### config.mk
export PLATFORM = sky130hd
export DESIGN_NAME = mtae_front
export DESIGN_NICKNAME = d
export VERILOG_FILES = /design/src/rtl/assert_macros.svh /design/src/rtl/mtae_pkg.sv /design/src/rtl/mtae_front.sv
export SDC_FILE = /design/constraint.sdc
export NUM_CORES = 1
export LEC_CHECK = 0
export BUFFER_PORTS_ARGS = -buffer_cell sky130_fd_sc_hd__buf_2
export CORE_MARGIN = 2
export CORE_UTILIZATION = 26
export DETAILED_ROUTE_END_ITERATION = 16
export PLACE_DENSITY = 0.95
export SETUP_SLACK_MARGIN = 0.4
export SLEW_MARGIN = 10
export SYNTH_ARGS = -nofsm -noshare
export SYNTH_HDL_FRONTEND = slang
export SYNTH_SLANG_ARGS = --single-unit
### constraint.sdc
create_clock -name i_clk -period 3.6 [get_ports i_clk]
set_clock_uncertainty 0.1 [all_clocks]
set_input_delay 0.72 -clock i_clk [delete_from_list [all_inputs] [get_ports i_clk]]
set_output_delay 0.72 -clock i_clk [all_outputs]
set_load 0.01 [all_outputs]
### src/rtl/assert_macros.svh
// Assertion macros for the executor RTL, included by the back end.
`ifndef ASSERT_MACROS_SVH
`define ASSERT_MACROS_SVH

// Same-cycle implication check.
`define ASSERT_IMPLY(lbl, clk, rst_n, ante, cons) \
    lbl: assert property (@(posedge clk) disable iff (!(rst_n)) (ante) |-> (cons)) \
        else $error("implication check failed");

// Next-cycle implication check.
`define ASSERT_NEXT(lbl, clk, rst_n, ante, cons) \
    lbl: assert property (@(posedge clk) disable iff (!(rst_n)) (ante) |=> (cons)) \
        else $error("next-cycle check failed");

`endif

### src/rtl/mtae_pkg.sv
// Types, constants and helpers of the three-address executor.
package mtae_pkg;

    localparam int MEM_WORDS   = 256;
    localparam int DATA_WIDTH  = 32;
    localparam int ADDR_W      = $clog2(MEM_WORDS);
    localparam int QUEUE_DEPTH = 2;

    localparam logic [3:0] OP_ADD = 4'd0;
    localparam logic [3:0] OP_SUB = 4'd1;
    localparam logic [3:0] OP_MUL = 4'd2;
    localparam logic [3:0] OP_DIV = 4'd3;
    localparam logic [3:0] OP_MOD = 4'd4;
    localparam logic [3:0] OP_RED = 4'd5;
    localparam logic [3:0] OP_WRT = 4'd6;
    localparam logic [3:0] OP_STR = 4'd7;
    localparam logic [3:0] OP_EXP = 4'd9;

    localparam logic [2:0] ST_DONE     = 3'd0;
    localparam logic [2:0] ST_REPORT   = 3'd1;
    localparam logic [2:0] ST_ILLEGAL  = 3'd2;
    localparam logic [2:0] ST_DIVFAULT = 3'd3;
    localparam logic [2:0] ST_IGNORED  = 3'd4;

    localparam int BOOT_COUNT = 5;
    localparam logic [DATA_WIDTH-1:0] BOOT_WORDS [BOOT_COUNT] = '{
        DATA_WIDTH'(4), DATA_WIDTH'(23), DATA_WIDTH'(10), DATA_WIDTH'(40), DATA_WIDTH'(5)
    };

    typedef struct packed {
        logic [3:0]        func;
        logic [7:0]        dest_addr;
        logic [7:0]        src_a_addr;
        logic [7:0]        src_b_addr;
        logic signed [31:0] read_value;
    } t_item;

    typedef struct packed {
        logic [2:0]         status;
        logic signed [31:0] report_value;
        logic               report_newline;
    } t_result;

    typedef enum logic [3:0] {
        CL_ADD,
        CL_SUB,
        CL_MUL,
        CL_DIV,
        CL_MOD,
        CL_READ,
        CL_PRINT,
        CL_NOP,
        CL_ILLEGAL,
        CL_IGNORE
    } t_cls;

    typedef struct packed {
        t_cls                  cls;
        logic [7:0]            dest;
        logic [7:0]            src_a;
        logic [7:0]            src_b;
        logic [DATA_WIDTH-1:0] value;
    } t_cmd;

    typedef struct packed {
        logic busy;
        logic done;
    } t_div_stat;

    typedef enum logic [1:0] {
        BS_CLEAR,
        BS_IDLE,
        BS_EXEC,
        BS_DIV
    } t_bstate;

    function automatic logic [DATA_WIDTH-1:0] boot_word(input logic [ADDR_W-1:0] idx);
        logic [DATA_WIDTH-1:0] w;
        w = '0;
        if (idx < ADDR_W'(BOOT_COUNT)) begin
            w = BOOT_WORDS[idx[2:0]];
        end
        return w;
    endfunction

endpackage

### src/rtl/mtae_front.sv
// Front end: accepts instructions, classifies them and tracks the halt flag.
module mtae_front (
    input  logic            i_clk,
    input  logic            i_rst_n,
    input  logic            i_in_valid,
    output logic            o_in_stall,
    input  mtae_pkg::t_item i_in_data,
    input  logic            i_q_full,
    input  logic            i_ready,
    output logic            o_push,
    output mtae_pkg::t_cmd  o_push_data
);
    import mtae_pkg::*;

    logic r_halted;
    logic n_halted;
    t_cls cls;

    always_comb begin
        cls = CL_ILLEGAL;
        if (r_halted) begin
            cls = CL_IGNORE;
        end else begin
            unique case (i_in_data.func)
                OP_ADD:  cls = CL_ADD;
                OP_SUB:  cls = CL_SUB;
                OP_MUL:  cls = CL_MUL;
                OP_DIV:  cls = CL_DIV;
                OP_MOD:  cls = CL_MOD;
                OP_RED:  cls = CL_READ;
                OP_STR:  cls = CL_PRINT;
                OP_EXP:  cls = CL_NOP;
                OP_WRT:  cls = CL_ILLEGAL;
                default: cls = CL_ILLEGAL;
            endcase
        end
    end

    assign o_in_stall = i_q_full || !i_ready;
    assign o_push     = i_in_valid && !o_in_stall;

    always_comb begin
        o_push_data.cls   = cls;
        o_push_data.dest  = i_in_data.dest_addr;
        o_push_data.src_a = i_in_data.src_a_addr;
        o_push_data.src_b = i_in_data.src_b_addr;
        o_push_data.value = DATA_WIDTH'(i_in_data.read_value);
    end

    // set halt on an illegal opcode, hold until reset
    assign n_halted = r_halted || (o_push && cls == CL_ILLEGAL);

    always_ff @(posedge i_clk) begin
        if (!i_rst_n) begin
            r_halted <= 1'b0;
        end else begin
            r_halted <= n_halted;
        end
    end

endmodule

-- Word-level counts from Yosys, hierarchy flattened
Memory sizes are Yosys's and may differ from the RTL's.
Index checks and enable logic that the tools add are counted.
- bits in registers: 1
- ROM bits: 64
- output and inout port bits: 62
- input bits: 65
- word-level logic and storage cells: 10
- RAM bits: 0
- latch bits: 0
- memories: 1
- memories (memory ; words ; width ; rd ports ; clocked after memory_dff ; wr ports ; line ; RTL):
    (no name shown) ; 16 ; 4 ; 1 ; 0 ; 0 ; mtae_front.sv:24 ; unique case (i_in_data.func)
- order comparisons: 0
- equal/unequal tests: 1
- muxes and demuxes: 1
- reduce and logical (&&, ||, !) cells: 6
- add/sub/neg operators: 0
- bitwise logic cells: 0
- shifts and indexed selects: 0
- $mul: 0
- div/mod/pow operators: 0
- operators by type and width (cell ; count):
    4-bit == test (second input constant) ; 1
    4-bit 2-to-1 mux ; 1
    1-bit logical AND ; 2
    1-bit logical NOT ; 2
    1-bit logical OR ; 2

-- Longest topological paths before layout
- depth in word-level cells: 6
- gate-level depth with buffers: 4
- gate-level depth less buffers: 4

-- Least setup slack after synthesis
Ideal clock, no wire load.
- path kind: in2out
- start: in i_in_data[59] (netlist bit)
- end: out o_push_data[56] (netlist bit)
- path slack: 1.509 ns
- buffers on the path: 0
- cell stages on the path: 2
- required time: 2.780 ns
- arrival: 1.271 ns
- cell sequence: maj3_1 o21bai_1
- RTL lines (what ; line ; RTL):
    start: declaration ; mtae_front.sv:7 ; input mtae_pkg::t_item i_in_data,
    end: declaration ; mtae_front.sv:11 ; output mtae_pkg::t_cmd o_push_data

==> flow_summary.yaml <==
status:
  outcome: "completed"
synth:
  synthXorXnorAreaFrac: 0
  syn_inst: 82
  synth_area_leaders: "buf_4, a21oi_1, dfxtp_1"
  postSynthAreaPerCell_um2: 7.19
  synth_top_area_frac: 0.713
  ys_ff_latch: 1
  synth_area_um2: 589
  ys_seq_area_frac: 0.0340
  synth-compound-area-share: 0.123
  yosysTopAreaCell: "buf_4"
  synth-simple-area-share: 0.0934
  synth_top_family_by_area: "buffers and inverters"
  synth.area.mux_share: 0
  syn_nets: 147
  synth_warnings: 0
  ys_types: 17
  synthAdderAreaFrac: 0.0170
global_route:
  gr-usage-all-layers: 0.0627
  grt_max_degree: 9
  grt_antenna_before_repair: 0
  grt_pass1_wl_mm: 1.32
  grt_pass1_vias: 299
  gr-total-overflow: 0
final_layout:
  synthToLayoutAreaGrowth_pct: -53.5
  final_nets: 107
  largest_registers: "r_halted x1"
  top_register: "r_halted"
  drive_gt1_frac: 0.375
  largest_register_ffs: 1
  final_common_cell: "buf_2"
  antenna_cells: 0
  layout_common_cells: "buf_2, a21oi_1, nor2_1"
critical_path:
  r2r-end: "r_halted"
  r2r_cells: 4
  reg2reg_slack_ns: 2.40
  worstSetupEndpointType: "output port"
  critPathRequiredTime_ns: 2.78
  startpoint_type: "input port"
  critical_path_class: "input port to output port"
  reg2reg_from: "r_halted"
  arrival_ns: 1.47
  crit_fanout: 7
die:
  die-area_um2: 2660
  dieHeight_um: 51.6
  start_util: 0.272
  die_w_um: 51.6
  io_pins: 127
  placementRows: 17
  fp.coreArea_um2: 2170
hold_path:
  min_path_cells: 2
  hp-class: "flop to flop"
  whs_endpoint: "r_halted"
  hp-start: "r_halted"
drt:
  drc: 0
  first_pass_iters: 4
  detail-route-antenna-nets: 0
  num_vias: 310
  wl_um: 902
  wire_per_inst_um: 13.3
  via_per_inst: 4.56
  drt-initial-drc-count: 6
power_and_ir_drop:
  ir_drop_uv: 72.4
  p_per_area_nw_per_um2: 140
  p_leak_uw: 0.000137
  power.total_uw: 38.5
timing:
  tightest_slew_ns: 0.203
  rsz0062_at_grt: "no"
  setup_viol: 0
  drv_slew: 0
  fin_crit_ns: 2.29
  hold_violations: 0
  fmax_ghz: 0.436
  setup_tns_ns: 0
  fin_crit_sh: 0.637
  max_slew_margin: 0.865
run:
  maxCapViolations: 0
placed_design:
  port_buffers: 14
  gp_congestion: 0.613
  dpl.hpwl_um: 746
cts:
  clk_latency_ns: 0
  cts.clk_slew.worst_paths_ns: 0
  cts_setup_buffers: 0
  holdBufCountCts: 0
  cts_resized: 0
[power by group]
group	internal, uW	switching, uW
Sequential	11.7	0.452
Combinational	12.2	14.1
Clock	0	0
Total	23.9	14.6
[metrics by stage]
step	std cells	worst slack [ns]	util	area [um2]	hold slack, ns
global placement	68	1.30	0.126	274	0.541
finish	68	1.31	0.126	274	0.555
CTS	68	1.30	0.126	274	0.559
floorplan	82	1.51	-	589	0.489
global route	68	1.25	0.126	274	0.603
detailed placement	68	1.30	0.126	274	0.562
[worst max path at each step]
stage,from,end,depth (start not counted)
5_1_grt,i_in_data[59],o_push_data[56],4
3_3_place_gp,i_in_data[58],o_push_data[58],6
4_1_cts,i_in_data[59],o_push_data[56],4
2_1_floorplan,i_in_data[59],o_push_data[56],2
3_5_place_dp,i_in_data[59],o_push_data[56],4
6_report,i_in_data[59],o_push_data[56],4
[cell usage after synthesis]
master,number
a21oi_1,4
a221o_1,1
a31oi_1,1
a41o_1,1
and2_1,1
buf_4,56
clkinv_1,1
dfxtp_1,1
inv_1,2
maj3_1,1
nand2_1,2
nand2b_1,3
nand3b_1,1
nor2_1,4
o21a_1,1
o21bai_1,1
o21bai_2,1
[metal layers]
layer	up-vias	part of all wire	track usage
li1	123	-	-
met1	111	0.26	0.0523
met2	44	0.36	0.0726
met3	32	0.22	0.0431
met4	0	0.16	0.110
met5	-	0	0
[cell type report]
| class | count | area (um2) |
|---|---|---|
| repair buffers | 14 | 70.1 |
| inverters | 3 | 11.3 |
| well taps | 28 | 35.0 |
| fillers | 256 | 1900 |
| multi-input cells | 22 | 138 |
| flip-flops and latches | 1 | 20.0 |
[logic make-up after synthesis]
kind of cell	Yosys count
and+or+nand+nor	11
adders and majority gates	1
DFF	1
buffers and inverters	59
AOI/OAI and AO/OA	10
[worst max-delay path, cell delays in order]
cell	delay [ns]
buf_2	0.14
maj3_1	0.35
o21bai_1	0.12
buf_2	0.15
(Power assumes the default switching activity.)
