`src/rtl/assert_macros.svh`:
```
// Assertion macros for the executor RTL, included by the back end.
`ifndef ASSERT_MACROS_SVH
`define ASSERT_MACROS_SVH

// Same-cycle implication check.
`define ASSERT_IMPLY(lbl, clk, rst_n, ante, cons) \
    lbl: assert property (@(posedge clk) disable iff (!(rst_n)) (ante) |-> (cons)) \
        else $error("implication check failed");

// Next-cycle implication check.
`define ASSERT_NEXT(lbl, clk, rst_n, ante, cons) \
    lbl: assert property (@(posedge clk) disable iff (!(rst_n)) (ante) |=> (cons)) \
        else $error("next-cycle check failed");

`endif

```
`src/rtl/mtae_pkg.sv`:
```
// Types, constants and helpers of the three-address executor.
package mtae_pkg;

    localparam int MEM_WORDS   = 256;
    localparam int DATA_WIDTH  = 32;
    localparam int ADDR_W      = $clog2(MEM_WORDS);
    localparam int QUEUE_DEPTH = 2;

    localparam logic [3:0] OP_ADD = 4'd0;
    localparam logic [3:0] OP_SUB = 4'd1;
    localparam logic [3:0] OP_MUL = 4'd2;
    localparam logic [3:0] OP_DIV = 4'd3;
    localparam logic [3:0] OP_MOD = 4'd4;
    localparam logic [3:0] OP_RED = 4'd5;
    localparam logic [3:0] OP_WRT = 4'd6;
    localparam logic [3:0] OP_STR = 4'd7;
    localparam logic [3:0] OP_EXP = 4'd9;

    localparam logic [2:0] ST_DONE     = 3'd0;
    localparam logic [2:0] ST_REPORT   = 3'd1;
    localparam logic [2:0] ST_ILLEGAL  = 3'd2;
    localparam logic [2:0] ST_DIVFAULT = 3'd3;
    localparam logic [2:0] ST_IGNORED  = 3'd4;

    localparam int BOOT_COUNT = 5;
    localparam logic [DATA_WIDTH-1:0] BOOT_WORDS [BOOT_COUNT] = '{
        DATA_WIDTH'(4), DATA_WIDTH'(23), DATA_WIDTH'(10), DATA_WIDTH'(40), DATA_WIDTH'(5)
    };

    typedef struct packed {
        logic [3:0]        func;
        logic [7:0]        dest_addr;
        logic [7:0]        src_a_addr;
        logic [7:0]        src_b_addr;
        logic signed [31:0] read_value;
    } t_item;

    typedef struct packed {
        logic [2:0]         status;
        logic signed [31:0] report_value;
        logic               report_newline;
    } t_result;

    typedef enum logic [3:0] {
        CL_ADD,
        CL_SUB,
        CL_MUL,
        CL_DIV,
        CL_MOD,
        CL_READ,
        CL_PRINT,
        CL_NOP,
        CL_ILLEGAL,
        CL_IGNORE
    } t_cls;

    typedef struct packed {
        t_cls                  cls;
        logic [7:0]            dest;
        logic [7:0]            src_a;
        logic [7:0]            src_b;
        logic [DATA_WIDTH-1:0] value;
    } t_cmd;

    typedef struct packed {
        logic busy;
        logic done;
    } t_div_stat;

    typedef enum logic [1:0] {
        BS_CLEAR,
        BS_IDLE,
        BS_EXEC,
        BS_DIV
    } t_bstate;

    function automatic logic [DATA_WIDTH-1:0] boot_word(input logic [ADDR_W-1:0] idx);
        logic [DATA_WIDTH-1:0] w;
        w = '0;
        if (idx < ADDR_W'(BOOT_COUNT)) begin
            w = BOOT_WORDS[idx[2:0]];
        end
        return w;
    endfunction

endpackage

```
`src/rtl/mtae_queue.sv`:
```
// Short command queue between front end and execution back end.
module mtae_queue (
    input  logic           i_clk,
    input  logic           i_rst_n,
    input  logic           i_push,
    input  mtae_pkg::t_cmd i_push_data,
    output logic           o_full,
    input  logic           i_pop,
    output mtae_pkg::t_cmd o_pop_data,
    output logic           o_empty
);
    import mtae_pkg::*;

    localparam int PTR_W = (QUEUE_DEPTH > 1) ? $clog2(QUEUE_DEPTH) : 1;
    localparam int CNT_W = $clog2(QUEUE_DEPTH + 1);

    t_cmd             r_ent [QUEUE_DEPTH];
    logic [PTR_W-1:0] r_wp;
    logic [PTR_W-1:0] r_rp;
    logic [CNT_W-1:0] r_cnt;

    assign o_full     = (r_cnt == CNT_W'(QUEUE_DEPTH));
    assign o_empty    = (r_cnt == '0);
    assign o_pop_data = r_ent[r_rp];

    always_ff @(posedge i_clk) begin
        if (i_push) begin
            r_ent[r_wp] <= i_push_data;
        end
    end

    always_ff @(posedge i_clk) begin
        if (!i_rst_n) begin
            r_wp  <= '0;
            r_rp  <= '0;
            r_cnt <= '0;
        end else begin
            if (i_push) begin
                r_wp <= (r_wp == PTR_W'(QUEUE_DEPTH - 1)) ? '0 : r_wp + 1'b1;
            end
            if (i_pop) begin
                r_rp <= (r_rp == PTR_W'(QUEUE_DEPTH - 1)) ? '0 : r_rp + 1'b1;
            end
            if (i_push && !i_pop) begin
                r_cnt <= r_cnt + 1'b1;
            end else if (i_pop && !i_push) begin
                r_cnt <= r_cnt - 1'b1;
            end
        end
    end

endmodule

```
`config.mk`:
```
export PLATFORM = sky130hd
export DESIGN_NAME = mtae_queue
export DESIGN_NICKNAME = d
export VERILOG_FILES = /design/src/rtl/assert_macros.svh /design/src/rtl/mtae_pkg.sv /design/src/rtl/mtae_queue.sv
export SDC_FILE = /design/constraint.sdc
export NUM_CORES = 1
export LEC_CHECK = 0
export ABC_CLOCK_PERIOD_IN_PS = 5600
export BUFFER_PORTS_ARGS = -buffer_cell sky130_fd_sc_hd__buf_2
export CAP_MARGIN = 20
export CORE_MARGIN = 1
export CORE_UTILIZATION = 46
export DETAILED_ROUTE_END_ITERATION = 8
export GPL_TIMING_DRIVEN = 0
export PLACE_DENSITY = 0.7
export SYNTH_ARGS = -nofsm -noshare
export SYNTH_HDL_FRONTEND = slang
export SYNTH_SLANG_ARGS = --single-unit
```
`constraint.sdc`:
```
create_clock -name i_clk -period 5.6 [get_ports i_clk]
set_input_delay 0 -clock i_clk [delete_from_list [all_inputs] [get_ports i_clk]]
set_output_delay 0 -clock i_clk [all_outputs]
set_load 0.1 [all_outputs]
```
Word-level counts from Yosys, hierarchy flattened
Memory sizes are Yosys's and may differ from the RTL's. A register that Yosys moved wholly into a read port is not among the register bits.
Cells that the tools add are included.
Word-level totals
  input port bits: 64
  register bits: 4
  memories kept: 1
  output and inout bits: 62
  logic and storage cells: 23
  bits in writable memories: 120
Operators by class
  reduce and logical (&&, ||, !) cells: 6
  add/sub/neg operators: 4
  equality and inequality tests: 1
  muxes and demuxes: 8
Memories
  r_ent: depth 2, width 60, rd ports 1, clocked after memory_dff 1, wr ports 1, line mtae_queue.sv:17  | t_cmd r_ent [QUEUE_DEPTH];
Operators by type and width (count)
  1-bit 2-to-1 mux: 6
  2-bit 2-to-1 mux: 2
  1-bit adder, second input constant: 2
  2-bit by 1-bit adder with 2-bit output, second input constant: 1
  2-bit == test, second input constant: 1
  1-bit logical AND: 2
  1-bit zero test: 2
  2-bit zero test: 1
  2-bit nonzero test: 1
  2-bit by 1-bit subtractor with 2-bit output, second input constant: 1

Depth between registers and ports, before layout
Gate-level depths: netlist of the first run.
  depth after elaboration: 4
  depth in mapped cells: 5
  depth with buffers taken out: 5

Worst setup path before layout of the first run
Ideal clock, no wire load.
  kind: register to register
  start point: register r_wp
  end point: memory r_ent[0][0] (netlist bit), enable pin
  slack: 2.115 ns
  clock period less this slack: 3.485 ns
  data required time: 5.114 ns
  library setup time: 0.486 ns
  data arrival time: 2.998 ns
  path buffers: 0
  cell stages (with the launch flop): 2
  path through: dfxtp_1 -> nor2b_1
RTL lines
  start, declared: line mtae_queue.sv:18  | logic [PTR_W-1:0] r_wp;
  start signal, assigned: line mtae_queue.sv:39  | r_wp <= (r_wp == PTR_W'(QUEUE_DEPTH - 1)) ? '0 : r_wp + 1'b1;
  end, declared: line mtae_queue.sv:17
No word-level cell before the write port.

==> results of run 1 <==
==> through the flow <==
step | hold WS, ns | cells | total power [uW] | area [sq um] | setup WS (ns)
finish | 0.0627 | 559 | 2730 | 6610 | 3.71
global route | 0.0487 | 559 | 2810 | 6610 | 3.62
CTS | 0.0343 | 559 | 2750 | 6610 | 3.67
detailed placement | 0.191 | 465 | 1650 | 5390 | 3.95
global placement | 0.188 | 463 | 1650 | 5340 | 0.538
floorplan | 0.0989 | 209 | 1560 | 4550 | 2.12
==> area by class of cell <==
type / count / area, sq um
fillers: 641 / 2810
flip-flops and latches: 125 / 3700
inverters: 1 / 3.75
multi-input cells: 76 / 801
clock buffers: 17 / 414
clock inverters: 14 / 170
well taps: 129 / 161
plain buffers: 7 / 50.0
repair buffers: 190 / 1300
==> cells by family (layout without fill, tap and decap cells) <==
kind of cell,Yosys count,after routing,share of synthesized area
fa+ha+maj,1,1,0.00275
xor+xnor,3,3,0.00578
buf+inv,8,229,0.0118
flops,125,125,0.814
simple gates,9,9,0.0124
mux,60,60,0.149
compound gates,3,3,0.00440
==> worst register-to-register path: stages (launching register included) <==
cell and delay (ns):
dfxtp_1 0.34, nor2b_4 0.54, o21a_1 0.21, dlygate4sd3_1 0.53
==> power by group <==
part / switching [uW] / total [uW] / internal (uW)
sequential: 13.0 / 1090 / 1080
clock: 389 / 1060 / 675
combinational: 439 / 576 / 137
total: 841 / 2730 / 1890
==> state kept, by name, summed over array words and instances, names as in the netlist, named ones only <==
name,cells
r_ent,120
r_cnt,2
r_rp,1
r_wp,1
==> repair_timing <==
action | 4_1_cts | 5_1_grt
endpoints found under the hold margin | 125 | 0
setup buffers | 0 | 0
hold buffers | 63 | 0
==> how the worst min path moves through the flow <==
stage                    startpoint            to  slack, ns  depth (start not counted)
floorplan            i_push_data[0]   r_ent[0][0]        0.1                          0
global placement    i_push_data[36]  r_ent[0][36]       0.19                          1
detailed placement   i_push_data[8]   r_ent[1][8]       0.19                          1
CTS                          i_push      r_cnt[1]       0.03                          4
global route                 i_push  r_ent[0][32]       0.05                          2
finish                       i_push  r_ent[0][13]       0.06                          2
==> placed cells by master (no fill, tap or decap), types with 2 or more instances in the layout <==
cell,instances
dfxtp_1,5
xor2_1,2
clkinv_1,2
clkbuf_16,16
clkinv_4,2
mux2_2,60
buf_4,6
buf_2,126
clkinvlp_4,5
dlygate4sd3_1,63
bufinv_16,3
inv_6,2
edfxtp_1,120
and2_1,3
==> metal layers <==
| layer | vias up | part of all wire | global-route usage | routed length, microns |
|---|---|---|---|---|
| li1 | 1243 | - | - | - |
| met1 | 1272 | 0.41 | 0.189 | 3490 |
| met2 | 87 | 0.53 | 0.306 | 4500 |
| met3 | 7 | 0.055 | 0.0663 | 472 |
| met4 | 0 | 0.0080 | 0.0713 | 68 |
| met5 | - | 0 | 0 | 0 |
==> reports/qor.yml, run 1 <==
status: "complete, no violations"
die_h_microns: 101
cpMostUsedCell: "buf_2"
synthesis.area_sq_um: 4550
antenna_cells: 0
routed_wl_microns: 8530
synth_edf_count: 120
grt_usage: 0.174
synth_top_area_frac: 0.792
crit_required_ns: 5.60
r2r_slack_ns: 3.93
cp_cell_sequence: "buf_2, buf_4, mux2_2, buf_2"
crit_type: "reg -> out"
dieArea_sq_um: 10300
ioPinCount: 126
startpoint_type: "flop"
ys_types: 17
final.setup.tns_ns: 0
crit_path_max_fanout: 10
yosys.area.top_type: "edfxtp_1"
path_buf_inv: 3
ys.flop_type: "edfxtp_1"
cts-root-buf: "clkbuf_8"
grt_antenna_before_repair: 0
fp.dieW_microns: 101
finalHoldViolations: 0
clk-insertion-delay-late_ns: 0.50
period_needed_ns: 1.89
power_density_nw_per_um2: 414
syn-instance-count: 209
cts-htree-levels: 4
grt_pass1_vias: 2705
hpwlAfterDp_microns: 4890
coreArea_sq_um: 9420
maxCapViolCount: 0
cts_buffers: 17
clkSinkCount: 125
synth.most_common_cell: "edfxtp_1"
vdd_drop_max_v: 0.000252
rsz0062_at_grt: "no"
relSlewSlack: 0.447
initial_core_util: 0.483
cts_tree: "done"
area_growth_pct: 45.3
cp-end-kind: "output pin"
grt_first_pass_wirelength_microns: 12800
p_leak_uw: 0.00254
viasPerCell: 4.67
avgRoutedWirePerCell_microns: 15.3
synth-seq-cells: 125
layout.nets: 483
r2r_cells: 3
crit_arrival_ns: 1.89
cts.repair.resized: 0
synthArstFlopShare: 0
clock_skew_ns: 0.00734
max_stage_delay_ns: 0.36
vias: 2609
slowest_stage: "mux2_2"
min_period_over_period: 0.337
cp_top_family: "buffers and inverters"
regToRegEndpoint: "r_wp"
fin_util: 0.702
maxSlewViolCount: 0
syn_area_per_cell_sq_um: 21.8
hp-class: "in -> reg"
path_clk_slew_ns: 0.06
overflow: 0
clockBufferDepth: 2
synth_nets: 274
rr_startpoint: "r_wp"
seq_area_frac_synth: 0.814
dr.pass1.iters: 4
yosys-top-cells-count: "edfxtp_1, mux2_2, buf_4"
row_count: 35
endpoint: "o_pop_data[16]"
synthTopCellsByArea: "edfxtp_1, mux2_2, dfxtp_1, buf_4, and2_1"
synth_warnings: 0
max_freq_mhz: 530
finalSetupViolCount: 0
first_iter_violations: 70
ant_nets: 0
final_layout_size_suffix_gt1_frac: 0.526
grt_max_degree: 61
crit_cells: 4
tightest_slew_ns: 0.830
place_congestion: 0.663
drc_errors: 0
portBuffers: 125
Power figures use the tool's default switching activity.
==> inputs of run 2 (changes only) <==
- ABC_CLOCK_PERIOD_IN_PS: 5600 -> 1600
- PLACE_DENSITY: 0.7 -> 0.72
- clock period: 5.6 -> 1.6 ns (I/O delays scaled with it)
==> run 2 against run 1 <==
  * The flow now finishes with violations (setup timing)
  * Die area is the same
  * Final cell count increased by 0.72%
  * First-iteration DRC count up 43%
  * Hold slack better by 0.16 ns
  * Clock skew down 0.0021 ns
  * Sequential power rose to 3.5 times the previous value
  * Combinational power grew to 4.4 times the previous value
  * Wire length up 22%
  * Sequential cell count did not move
  * Clock power rose to 3.3 times the previous value
  * Utilization rose by 8.3 points
  * Cell area is 12% higher
==> reports/qor.yml, run 2 (same netlist as run 1, synthesis figures left out) <==
status: "finished with violations"
violations: "setup timing"
dr.pass1.iters: 4  # unchanged
routed_wl_microns: 10400  # +22%
finalHoldViolations: 0  # unchanged
final_layout_size_suffix_gt1_frac: 0.530  # +0.00437
cts-root-buf: "clkbuf_8"
p_comb_frac: 0.256  # +0.045
viasPerCell: 4.80  # +2.9%
tightest_slew_ns: 0.831  # +0.000843 ns
swShare: 0.307  # -0.000846
multi_input_area_sq_um: 887  # +11%
portBuffers: 125  # unchanged
cts-htree-levels: 4  # unchanged
fin_util: 0.785  # +0.0829
coreArea_sq_um: 9420  # unchanged
cts_buffers: 17  # unchanged
filler_cell_count: 503  # -22%
row_count: 35  # unchanged
grt_max_degree: 61  # unchanged
largest_reg_flops: 120  # unchanged
area_growth_pct: 62.4
clk-insertion-delay-late_ns: 0.50  # about the same
cts_tree: "done"
dieArea_sq_um: 10300  # unchanged
cp-end-kind: "output pin"
clkSinkCount: 125  # unchanged
slowest_stage: "mux2_2"
p_total_uw: 9920  # +260%
seqPwrFrac: 0.387  # -0.013
period_needed_ns: 1.68
final.setup.tns_ns: -3.46  # -3.46 ns
rsz0062_at_grt: "yes"
hp-class: "in -> reg"
regToRegEndpoint: "r_ent[0][20]"
r2r_cells: 3  # unchanged
seqCellArea_sq_um: 3710  # about the same
maxCapViolCount: 0  # unchanged
crit_path_max_fanout: 10  # unchanged
relSlewSlack: 0.446  # -0.000562
fp.dieW_microns: 101  # unchanged
clockBufferDepth: 2  # unchanged
crit_type: "reg -> out"
finalSetupViolCount: 60  # +60
startpoint_type: "flop"
grt_usage: 0.187  # +0.0134
die_h_microns: 101  # unchanged
max_stage_delay_ns: 0.35  # about the same
rr_startpoint: "r_wp"
crit_required_ns: 1.60  # -4.00 ns
layout.cells.most_common: "edfxtp_1"
cpMostUsedCell: "buf_12"
first_iter_violations: 100  # +43%
p_leak_uw: 0.00288  # +14%
p_clk_frac: 0.357  # -0.032
top_regs: "r_ent (120), r_cnt (2)"
layout_setup_ws_ns: -0.0817  # -3.80 ns
max_freq_mhz: 595
grt_first_pass_wirelength_microns: 13800  # +7.6%
avgRoutedWirePerCell_microns: 18.4  # +21%
endpoint: "o_pop_data[20]"
cp_cell_sequence: "buf_12, buf_12, mux2_2, buf_6"
drc_errors: 0  # unchanged
r2r_slack_ns: 0.07  # -3.86 ns
mostFrequentLayoutCells: "edfxtp_1, buf_2, dlygate4sd3_1, mux2_2, buf_6"
ant_nets: 0  # unchanged
ioPinCount: 126  # unchanged
pre_cts_slack_ns: 0.0942  # -3.86 ns
vias: 2703  # +3.6%
overflow: 0  # unchanged
crit_arrival_ns: 1.68  # -0.21 ns
clock_skew_ns: 0.00528  # -0.00206 ns
place_congestion: 0.646  # -2.5%
power_density_nw_per_um2: 1340  # +220%
antenna_cells: 0  # unchanged
grt_pass1_vias: 2912  # +7.7%
post-cts-setup-buffer-count: 0  # unchanged
power.net_switching_uw: 3040  # +260%
grt_antenna_before_repair: 0  # unchanged
maxSlewViolCount: 0  # unchanged
p_int_uw: 6880  # +260%
holdWs_ns: 0.222  # +0.159 ns
layout.nets: 486  # +0.62%
initial_core_util: 0.483  # unchanged
vdd_drop_max_v: 0.000962  # +280%
path_clk_slew_ns: 0.06  # about the same
hpwlAfterDp_microns: 4900  # +0.22%
min_period_over_period: 1.05
top_register: "r_ent"
run 2: cell types whose count changed in the layout (fill, tap and decap cells not counted), sizes merged:
cell / previous run / this run
clkbuf: 17 / 22
clkinvlp: 5 / 2
inv: 3 / 1
clkinv: 4 / 8
bufinv: 3 / 2
dlygate4sd3: 63 / 64
run 2: power by group through the flow:
stage,Combinational [uW],Sequential (uW),Clock (uW)
3_5_place_dp,1890,3890,0
6_report,2540,3840,3540
2_1_floorplan,1580,3880,0
4_1_cts,2270,3830,3580
3_3_place_gp,1860,3890,0
5_1_grt,2620,3850,3720
run 2: layer usage:
metal,wire length (microns),global-route usage,part of all wire,up-vias
li1,-,-,-,1251
met1,3870,0.197,0.37,1351
met2,5840,0.337,0.56,89
met3,532,0.0628,0.051,12
met4,119,0.0881,0.011,0
met5,0,0,0,-
run 2: final cells by class:
cell class / instances / area share
flip-flops and latches: 125 / 0.502
repair buffers: 193 / 0.264
multi-input cells: 76 / 0.120
clock buffers: 20 / 0.0576
well taps: 129 / 0.0218
plain buffers: 7 / 0.0176
clock inverters: 12 / 0.0166
inverters: 1 / 0.000508
run 2: stage by stage:
| stage | instances | cell area (sq um) |
|---|---|---|
| after floorplan | 209 | 4560 |
| after global placement | 463 | 5350 |
| after detailed placement | 465 | 5390 |
| after CTS | 561 | 6990 |
| after global routing | 563 | 7390 |
| final | 563 | 7390 |
run 2: critical path, delay by kind of cell (launching register included):
| kind | cells | cell delay, ns |
|---|---|---|
| mux | 1 | 0.35 |
| buf+inv | 3 | 0.49 |
| flops | 1 | 0.34 |
run 2: worst min-delay path by stage:
stage                          from      endpoint  slack [ns]  cells after the start
floorplan            i_push_data[0]   r_ent[0][0]         0.1                      0
global placement    i_push_data[14]  r_ent[0][14]        0.19                      1
detailed placement  i_push_data[39]  r_ent[1][39]        0.19                      1
CTS                 i_push_data[18]  r_ent[0][18]        0.20                      2
global route         i_push_data[9]   r_ent[0][9]        0.20                      2
finish              i_push_data[25]  r_ent[1][25]        0.22                      2
run 2: what timing repair did:
| item | 4_1_cts | 5_1_grt |
|---|---|---|
| pin swaps | 0 | 0 |
| setup endpoints to repair | 60 | 60 |
| cloned | 0 | 2 |
| gates resized for setup | 130 | 83 |
| hold buffers | 64 | 0 |
| endpoints found under the hold margin | 137 | 0 |
